File: src/hw/rtl/lct_pkg.sv
// Shared types, constants and helper functions of the link credit tracker.
// Used by every module of the block; depends on nothing.
`default_nettype none

package lct_pkg;

    // Width of the credit counter.
    localparam int COUNT_WIDTH = 32;

    // Largest exponent a single grant may carry.
    localparam int MAX_GRANT_EXP = 31;
    localparam int EXP_WIDTH     = 5;
    localparam int LEVEL_WIDTH   = 32;

    // An earned amount is at most 1 + 2^(15 - 3), which needs 13 bits.
    localparam int ADD_WIDTH = 13;
    localparam int SUM_WIDTH = ((COUNT_WIDTH > ADD_WIDTH) ? COUNT_WIDTH : ADD_WIDTH) + 1;

    localparam logic [2:0] ACK_DATA_OPCODE = 3'd1;
    localparam logic [2:0] CHAN_LOW        = 3'd1;
    localparam logic [2:0] CHAN_HIGH       = 3'd5;
    localparam logic [2:0] TRACKED_RESET   = 3'd4;
    localparam logic [3:0] SIZE_BASE       = 4'd3;

    typedef logic [COUNT_WIDTH-1:0] t_count;

    typedef enum logic [1:0] {
        ACT_PKT_START = 2'd0,
        ACT_MSG_HDR   = 2'd1,
        ACT_PKT_END   = 2'd2,
        ACT_OUT_REQ   = 2'd3
    } t_action;

    typedef struct packed {
        t_action    action;
        logic [2:0] msg_chan;
        logic [2:0] msg_opcode;
        logic [3:0] msg_size;
    } t_item;

    typedef struct packed {
        logic                   grant_valid;
        logic [EXP_WIDTH-1:0]   grant_exponent;
        logic [LEVEL_WIDTH-1:0] credit_level;
    } t_result;

    // Position of the highest set bit, capped at the largest grant exponent.
    // Returns zero for a zero count.
    function automatic logic [EXP_WIDTH-1:0] grant_exp(input t_count count);
        logic [EXP_WIDTH-1:0] e;
        e = '0;
        for (int i = 0; i < COUNT_WIDTH; i++) begin
            if (count[i]) begin
                e = (i >= MAX_GRANT_EXP) ? EXP_WIDTH'(MAX_GRANT_EXP) : EXP_WIDTH'(i);
            end
        end
        return e;
    endfunction

endpackage

`default_nettype wire

File: src/hw/rtl/lct_in_reg.sv
// Input register of the link credit tracker: holds one accepted word.
// Depends on lct_pkg.
`default_nettype none

module lct_in_reg (
    input  wire          i_clk,
    input  wire          i_rst_n,
    input  wire          i_valid,
    output logic         o_stall,
    input  lct_pkg::t_item i_item,
    input  wire          i_take,
    output logic         o_valid,
    output lct_pkg::t_item o_item
);
    import lct_pkg::*;

    logic  r_valid;
    logic  n_valid;
    t_item r_item;
    logic  w_accept;

    // The held word may be replaced in the same cycle it moves on.
    assign o_stall  = r_valid && !i_take;
    assign w_accept = i_valid && !o_stall;

    always_comb begin
        n_valid = r_valid;
        if (w_accept) begin
            n_valid = 1'b1;
        end else if (i_take) begin
            n_valid = 1'b0;
        end
    end

    always_ff @(posedge i_clk) begin
        if (!i_rst_n) begin
            r_valid <= 1'b0;
        end else begin
            r_valid <= n_valid;
        end
    end

    always_ff @(posedge i_clk) begin
        if (w_accept) begin
            r_item <= i_item;
        end
    end

    assign o_valid = r_valid;
    assign o_item  = r_item;

endmodule

`default_nettype wire

File: src/hw/rtl/lct_credit_core.sv
// Credit counter, packet-start flag and tracked-channel register, with the
// earn and grant logic that updates them. Depends on lct_pkg.
`default_nettype none

module lct_credit_core (
    input  wire            i_clk,
    input  wire            i_rst_n,
    input  wire            i_cfg_we,
    input  wire [2:0]      i_cfg_data,
    input  wire            i_fire,
    input  lct_pkg::t_item i_item,
    output lct_pkg::t_result o_result
);
    import lct_pkg::*;

    logic [2:0]           r_tracked;
    t_count               r_count;
    t_count               n_count;
    logic                 r_ack_owed;
    logic                 n_ack_owed;

    logic                 w_match;
    logic [ADD_WIDTH-1:0] w_bonus;
    logic [ADD_WIDTH-1:0] w_add;
    logic [SUM_WIDTH-1:0] w_sum;
    t_count               w_earned;
    logic [EXP_WIDTH-1:0] w_exp;
    t_count               w_granted;
    logic                 w_can_grant;
    logic                 w_grant;

    // Earn path: one credit per header, plus the data bonus on the tracked channel.
    assign w_match = (r_tracked >= CHAN_LOW) && (r_tracked <= CHAN_HIGH) &&
                     (i_item.msg_chan == r_tracked) &&
                     (i_item.msg_opcode == ACK_DATA_OPCODE);
    assign w_bonus = (i_item.msg_size >= SIZE_BASE)
                   ? (ADD_WIDTH'(1) << (i_item.msg_size - SIZE_BASE))
                   : ADD_WIDTH'(1);
    assign w_add    = w_match ? (w_bonus + ADD_WIDTH'(1)) : ADD_WIDTH'(1);
    assign w_sum    = SUM_WIDTH'(r_count) + SUM_WIDTH'(w_add);
    assign w_earned = (w_sum > SUM_WIDTH'({COUNT_WIDTH{1'b1}}))
                    ? {COUNT_WIDTH{1'b1}} : w_sum[COUNT_WIDTH-1:0];

    // Grant path: largest power of two not above the count.
    assign w_exp       = grant_exp(r_count);
    assign w_granted   = r_count - (t_count'(1) << w_exp);
    assign w_can_grant = (r_count != '0);

    always_comb begin
        n_count    = r_count;
        n_ack_owed = r_ack_owed;
        w_grant    = 1'b0;
        unique case (i_item.action)
            ACT_PKT_START: begin
                n_ack_owed = w_can_grant;
            end
            ACT_MSG_HDR: begin
                n_count = w_earned;
            end
            ACT_PKT_END: begin
                w_grant    = r_ack_owed && w_can_grant;
                n_ack_owed = 1'b0;
            end
            ACT_OUT_REQ: begin
                w_grant = w_can_grant;
            end
            default: begin
                w_grant = 1'b0;
            end
        endcase
        if (w_grant) begin
            n_count = w_granted;
        end
    end

    always_ff @(posedge i_clk) begin
        if (!i_rst_n) begin
            r_tracked  <= TRACKED_RESET;
            r_count    <= '0;
            r_ack_owed <= 1'b0;
        end else begin
            if (i_cfg_we) begin
                r_tracked <= i_cfg_data;
            end
            if (i_fire) begin
                r_count    <= n_count;
                r_ack_owed <= n_ack_owed;
            end
        end
    end

    assign o_result.grant_valid    = w_grant;
    assign o_result.grant_exponent = w_grant ? w_exp : '0;
    assign o_result.credit_level   = LEVEL_WIDTH'(n_count);

endmodule

`default_nettype wire

File: src/hw/rtl/lct_out_reg.sv
// Result register of the link credit tracker with its valid and stall.
// Depends on lct_pkg.
`default_nettype none

module lct_out_reg (
    input  wire              i_clk,
    input  wire              i_rst_n,
    input  wire              i_load,
    input  lct_pkg::t_result i_result,
    input  wire              i_stall,
    output logic             o_ready,
    output logic             o_valid,
    output lct_pkg::t_result o_result
);
    import lct_pkg::*;

    logic    r_valid;
    logic    n_valid;
    t_result r_result;

    // A new result may enter when the register is empty or being drained.
    assign o_ready = !r_valid || !i_stall;

    always_comb begin
        n_valid = r_valid;
        if (i_load) begin
            n_valid = 1'b1;
        end else if (!i_stall) begin
            n_valid = 1'b0;
        end
    end

    always_ff @(posedge i_clk) begin
        if (!i_rst_n) begin
            r_valid <= 1'b0;
        end else begin
            r_valid <= n_valid;
        end
    end

    always_ff @(posedge i_clk) begin
        if (i_load) begin
            r_result <= i_result;
        end
    end

    assign o_valid  = r_valid;
    assign o_result = r_result;

endmodule

`default_nettype wire

File: src/hw/rtl/link_credit_tracker.sv
// Top level of the link credit tracker: input register, credit core and result register.
// Depends on lct_pkg, lct_in_reg, lct_credit_core and lct_out_reg.
`default_nettype none

// The link credit tracker counts the receive credit owed to the link partner on
// one channel. Every received message header earns one credit; a data-carrying
// access acknowledge on the tracked channel earns 2^(size-3) more, or one more
// for sizes below 3, and the counter saturates at its top. A packet start notes
// whether credit is owed, and the matching packet end then grants the largest
// power of two not above the counter (at most 2^31); an outgoing-packet request
// always tries to grant. Every word returns exactly one result word carrying the
// grant flag, the grant exponent and the counter value after the word. The block
// takes one word per clock while the output is not stalled. The word is held in
// the input register, then the earn or grant logic (one priority encode and one
// add or subtract on the counter) writes the result register. The input register
// sits ahead of the result register and keeps accepting while a result waits as
// long as it is empty, so a stall on the output reaches the input one word later.
// The tracked channel register (1 = A through 5 = E, reset 4) is written through
// its own port, which is always ready, and should only be written while the
// block is idle.
module link_credit_tracker (
    input  wire         i_clk,
    input  wire         i_rst_n,

    input  wire         i_cfg_valid,
    output logic        o_cfg_ready,
    input  wire  [2:0]  i_cfg_data,

    input  wire         i_in_valid,
    output logic        o_in_stall,
    input  wire  [1:0]  i_action,
    input  wire  [2:0]  i_msg_chan,
    input  wire  [2:0]  i_msg_opcode,
    input  wire  [3:0]  i_msg_size,

    output logic        o_out_valid,
    input  wire         i_out_stall,
    output logic        o_grant_valid,
    output logic [4:0]  o_grant_exponent,
    output logic [31:0] o_credit_level
);
    import lct_pkg::*;

    t_item   w_in_item;
    t_item   w_item;
    logic    w_item_valid;
    logic    w_out_ready;
    logic    w_fire;
    t_result w_core_result;
    t_result w_out_result;

    assign o_cfg_ready = 1'b1;

    assign w_in_item.action     = t_action'(i_action);
    assign w_in_item.msg_chan   = i_msg_chan;
    assign w_in_item.msg_opcode = i_msg_opcode;
    assign w_in_item.msg_size   = i_msg_size;

    // A held word is processed whenever the result register can take its result.
    assign w_fire = w_item_valid && w_out_ready;

    lct_in_reg u_in_reg (
        .i_clk   (i_clk),
        .i_rst_n (i_rst_n),
        .i_valid (i_in_valid),
        .o_stall (o_in_stall),
        .i_item  (w_in_item),
        .i_take  (w_out_ready),
        .o_valid (w_item_valid),
        .o_item  (w_item)
    );

    lct_credit_core u_core (
        .i_clk      (i_clk),
        .i_rst_n    (i_rst_n),
        .i_cfg_we   (i_cfg_valid && o_cfg_ready),
        .i_cfg_data (i_cfg_data),
        .i_fire     (w_fire),
        .i_item     (w_item),
        .o_result   (w_core_result)
    );

    lct_out_reg u_out_reg (
        .i_clk    (i_clk),
        .i_rst_n  (i_rst_n),
        .i_load   (w_fire),
        .i_result (w_core_result),
        .i_stall  (i_out_stall),
        .o_ready  (w_out_ready),
        .o_valid  (o_out_valid),
        .o_result (w_out_result)
    );

    assign o_grant_valid    = w_out_result.grant_valid;
    assign o_grant_exponent = w_out_result.grant_exponent;
    assign o_credit_level   = w_out_result.credit_level;

    // The input only stalls when both registers are full and the output is held.
    a_stall_only_when_full: assert property (
        @(posedge i_clk) disable iff (!i_rst_n)
        o_in_stall |-> (o_out_valid && i_out_stall && w_item_valid)
    ) else $error("input stalled while the pipeline had room");

    // A packet start never produces a grant.
    a_no_grant_on_start: assert property (
        @(posedge i_clk) disable iff (!i_rst_n)
        (w_fire && (w_item.action == ACT_PKT_START)) |-> !w_core_result.grant_valid
    ) else $error("grant issued on a packet start");

    // A drained result with nothing behind it leaves the result register empty.
    a_drain_empties: assert property (
        @(posedge i_clk) disable iff (!i_rst_n)
        (o_out_valid && !i_out_stall && !w_fire) |=> !o_out_valid
    ) else $error("result register still valid after drain");

    // The exponent reads zero on a result without a grant.
    a_exp_zero_without_grant: assert property (
        @(posedge i_clk) disable iff (!i_rst_n)
        (o_out_valid && !o_grant_valid) |-> (o_grant_exponent == '0)
    ) else $error("nonzero exponent without a grant");

endmodule

`default_nettype wire

File: config.mk
export PLATFORM = sky130hd
export DESIGN_NAME = link_credit_tracker
export DESIGN_NICKNAME = d
export VERILOG_FILES = /design/src/hw/rtl/lct_pkg.sv /design/src/hw/rtl/lct_in_reg.sv /design/src/hw/rtl/lct_credit_core.sv /design/src/hw/rtl/lct_out_reg.sv /design/src/hw/rtl/link_credit_tracker.sv
export SDC_FILE = /design/constraint.sdc
export NUM_CORES = 1
export LEC_CHECK = 0
export BUFFER_PORTS_ARGS = -buffer_cell sky130_fd_sc_hd__buf_2
export CORE_ASPECT_RATIO = 2
export CORE_MARGIN = 2
export CORE_UTILIZATION = 39
export CTS_BUF_LIST = sky130_fd_sc_hd__clkbuf_8
export DETAILED_ROUTE_END_ITERATION = 12
export PLACE_DENSITY_LB_ADDON = 0.12
export SLEW_MARGIN = 10
export SYNTH_ARGS = -nofsm -noshare
export SYNTH_HDL_FRONTEND = slang
export SYNTH_SLANG_ARGS = --single-unit
File: constraint.sdc
create_clock -name i_clk -period 5.2 [get_ports i_clk]
set_input_delay 1.04 -clock i_clk [delete_from_list [all_inputs] [get_ports i_clk]]
set_output_delay 1.04 -clock i_clk [all_outputs]
set_load 0.05 [all_outputs]
==> results.md <==
* Run status: complete, no violations
* Ratio of final minimum period to clock period at 93.0%
* Synth top area share at 21.3%
* Post-layout net count at 940
* Worst relative slew slack at 29.2%
* Dominant cell by count in the synthesized netlist: sky130_fd_sc_hd__nand2_1
* Number of nets still failing antenna checks after routing at 0
* Antenna violations before repair at 0
* Commonest cells in the netlist: sky130_fd_sc_hd__nand2_1, sky130_fd_sc_hd__nor2_1, sky130_fd_sc_hd__a21oi_1, sky130_fd_sc_hd__edfxtp_1, sky130_fd_sc_hd__ha_1
* Mean number of vias per cell at 6.02
* Source of the worst register-to-register timing path: u_core.r_count[13]
* Fraction of final layout cells with drive strength greater than 1 at 16.0%
* Post-synthesis area per instance at 8.64 µm²
* I/O pin cnt at 61
* Clk root buf: sky130_fd_sc_hd__clkbuf_8
* Number of cells produced by synthesis at 817
* Insertion delay of the later-clocked pin in the worst-skew pair at 0.40 ns
* Final count of negative-setup-slack endpoints at 0
* Layout Area Growth over Synthesis at 10.3%
* Via count of the first global-routing pass at 6,575
* Antenna diode count at 0
* Synthesized net count at 886
* Critical path endpoint category: register
* MaxCap Viol Count at 0
* First drt pass iteration count at 5
* Horiz. Die Dim at 99.1 µm
* Signal arrival time at the worst endpoint at 5.00 ns
* HP Class: reg -> reg
* Transition time at the pin with the least slew margin at 1.06 ns
* Number of remaining DRC errors at 0
* Quantity of I/O buffers inserted on ports at 59
* Depth of the most critical reg-to-reg path at 19
* Worst path required time at 5.37 ns
* Total clock buffers created by CTS at 9
* Capturing point of the worst reg2reg path: u_out_reg.o_result[28]
* Via total after detailed routing at 6,559
* Global route total overflow at 0
* Detailed-route wire length at 23,800 µm
* Initial DRC Count at 275
* Pin count of the biggest net entering global routing at 39
* Worst hold path depth at 2
* Register bit total from synthesis at 88
* Number of rows in the core area at 69
* Number of enable flip-flop cells after synthesis at 50
* Count of yosys warnings during synthesis at 0
* Commonest register cell after synthesis: sky130_fd_sc_hd__edfxtp_1
* Clock transition at path regs at 0.10 ns
* Final setup TNS at 0 ns
* Placeable Area at 17,800 µm²
* Unique masters post-synth at 91
* Die area at 19,300 µm²
* Largest buffer count on any clock path at 2
* Maximum ir drop on the vdd rail at 0.146 mV
* Clock tree skew after final layout at 0.0138 ns
* Maximum frequency from static timing analysis at 0.207 GHz
* Vert. Die Dim at 194 µm
* Netlist area before placement at 7060 µm²
* Hold worst-path end: u_core.r_ack_owed
* Launching element type of the critical path: register
* Number of sinks driven by the clock tree at 88
* Power density over cell area at 319 nW/µm²
* Max Transition Viols Final at 0
* Starting utilization of the core area at 39.7%
* Leakage dissipation at 0.00313 µW
* Setup repair after global routing missed its margin: false
* Hold violation count in the final report at 0
* Routed wire length per instance at 21.8 µm
* Top area cells in the synthesized netlist: sky130_fd_sc_hd__edfxtp_1, sky130_fd_sc_hd__dfxtp_1, sky130_fd_sc_hd__ha_1
* Synth async-reset ratio at 0%
* Cell type with the largest total area after synthesis: sky130_fd_sc_hd__edfxtp_1
* Placed Instances at 1,073
* Total global routing track utilization at 24.5%
* Critical-path maximum fanout at 11
* Classification of the worst setup path: reg -> reg
* TritonCTS clock tree: built
* Worst hold start: u_core.r_ack_owed
* Reg2reg setup slack at 0.37 ns
* Final min period at 4.83 ns
* Routability congestion estimate at 0.947
* DP Wirelength at 18,500 µm
* Deepest level of the CTS H-tree at 3
* Sequential element share of the synthesized area at 32.0%
* First-pass GRT wire length at 36,000 µm
* Cell Count, Final, Fillers Out at 1,089
## cell type report
type	count	area [µm²]
inverter	23	88.8
clock buffer	9	124
sequential	88	2260
clock inverter	7	78.8
tap	213	267
multi-input combinational	668	4510
timing repair buffer	81	460
fill	1789	10000
## per-stage QoR
| step | hold WS, ns | setup WS, ns | area (µm²) | total power (µW) | utilization [%] |
|---|---|---|---|---|---|
| final | 0.500 | 0.366 | 7790 | 2480 | 43.8 |
| after global placement | 0.459 | 0.483 | 7580 | 1960 | 42.6 |
| after detailed placement | 0.486 | 0.264 | 7580 | 1970 | 42.6 |
| after global routing | 0.538 | 0.0254 | 7790 | 2610 | 43.8 |
| after floorplan | 0.446 | 1.14 | 7060 | 1660 | - |
| after CTS | 0.501 | 0.233 | 7780 | 2490 | 43.8 |
## how the worst max path moves through the flow
| stage | start | endpoint | slack, ns | cells after the start |
|---|---|---|---|---|
| after floorplan | u_core.r_count[2] | u_out_reg.o_result[28] | 1.14 | 20 |
| after global placement | u_core.r_count[2] | u_out_reg.o_result[28] | 0.48 | 20 |
| after detailed placement | u_core.r_count[2] | u_out_reg.o_result[30] | 0.26 | 19 |
| after CTS | u_core.r_count[2] | u_out_reg.o_result[28] | 0.23 | 20 |
| after global routing | u_core.r_count[2] | u_out_reg.o_result[31] | 0.03 | 19 |
| final | u_core.r_count[13] | u_out_reg.o_result[28] | 0.37 | 19 |
## cell families after synthesis
kind of cell | share of synthesized area (%)
other | 0.0531
DFF | 32.0
buffers and inverters | 4.20
xor gates and xnor gates | 5.95
AOI/OAI and AO/OA | 23.5
and+or+nand+nor | 23.9
adders and majority gates | 8.90
muxes | 1.42
## routing by layer
metal | vias to the layer above | share of wire (%) | routed length (µm) | track usage [%]
met5 | - | 0 | 0 | 0
met4 | 0 | 7.3 | 1730 | 17.7
met3 | 79 | 3.4 | 809 | 2.85
met2 | 208 | 57 | 13400 | 47.9
met1 | 3141 | 33 | 7770 | 22.0
li1 | 3131 | - | - | -
## registers in the layout, summed over array words and instances (netlist names)
name / count
u_in_reg.o_item: 12
u_out_reg.o_result: 38
u_core.r_ack_owed: 1
u_core.r_count: 32
u_out_reg.o_valid: 1
u_core.r_tracked: 3
u_in_reg.o_valid: 1
## critical path: stages, from the launching register on
cell	delay (ns)
sky130_fd_sc_hd__dfxtp_1	0.46
sky130_fd_sc_hd__nor4_2	0.59
sky130_fd_sc_hd__o21ai_0	0.22
sky130_fd_sc_hd__nand2_1	0.11
sky130_fd_sc_hd__nand2_1	0.05
sky130_fd_sc_hd__a21oi_1	0.16
sky130_fd_sc_hd__buf_4	0.20
sky130_fd_sc_hd__nand2_1	0.08
sky130_fd_sc_hd__nor2b_1	0.32
sky130_fd_sc_hd__nand2_1	0.14
sky130_fd_sc_hd__ha_1	0.40
sky130_fd_sc_hd__o21ai_0	0.13
sky130_fd_sc_hd__o21ai_1	0.21
sky130_fd_sc_hd__a41oi_2	0.25
sky130_fd_sc_hd__o21a_1	0.30
sky130_fd_sc_hd__a21oi_2	0.26
sky130_fd_sc_hd__a21oi_1	0.11
sky130_fd_sc_hd__a211o_1	0.29
sky130_fd_sc_hd__xnor2_1	0.13
sky130_fd_sc_hd__a21o_1	0.17
## what timing repair did
item / 4_1_cts / 5_1_grt
resized for setup: 0 / 1
hold buffers: 0 / 0
setup endpoints to repair: 0 / 15
setup buffers: 0 / 0
## report_power, final
group | switching [µW] | internal, µW | total [µW]
clock network | 289 | 226 | 515
logic | 714 | 403 | 1120
registers | 49.8 | 800 | 850
total | 1050 | 1430 | 2480
## cells in the final DEF, fill, tap and decap left out, types with 26 or more instances in the layout
| master | count |
|---|---|
| sky130_fd_sc_hd__a21oi_1 | 54 |
| sky130_fd_sc_hd__buf_2 | 59 |
| sky130_fd_sc_hd__dfxtp_1 | 38 |
| sky130_fd_sc_hd__edfxtp_1 | 50 |
| sky130_fd_sc_hd__ha_1 | 47 |
| sky130_fd_sc_hd__nand2_1 | 83 |
| sky130_fd_sc_hd__nand3_1 | 26 |
| sky130_fd_sc_hd__nor2_1 | 82 |
| sky130_fd_sc_hd__o21ai_0 | 43 |
| sky130_fd_sc_hd__xnor2_1 | 29 |
Power figures use the tool's default switching activity.
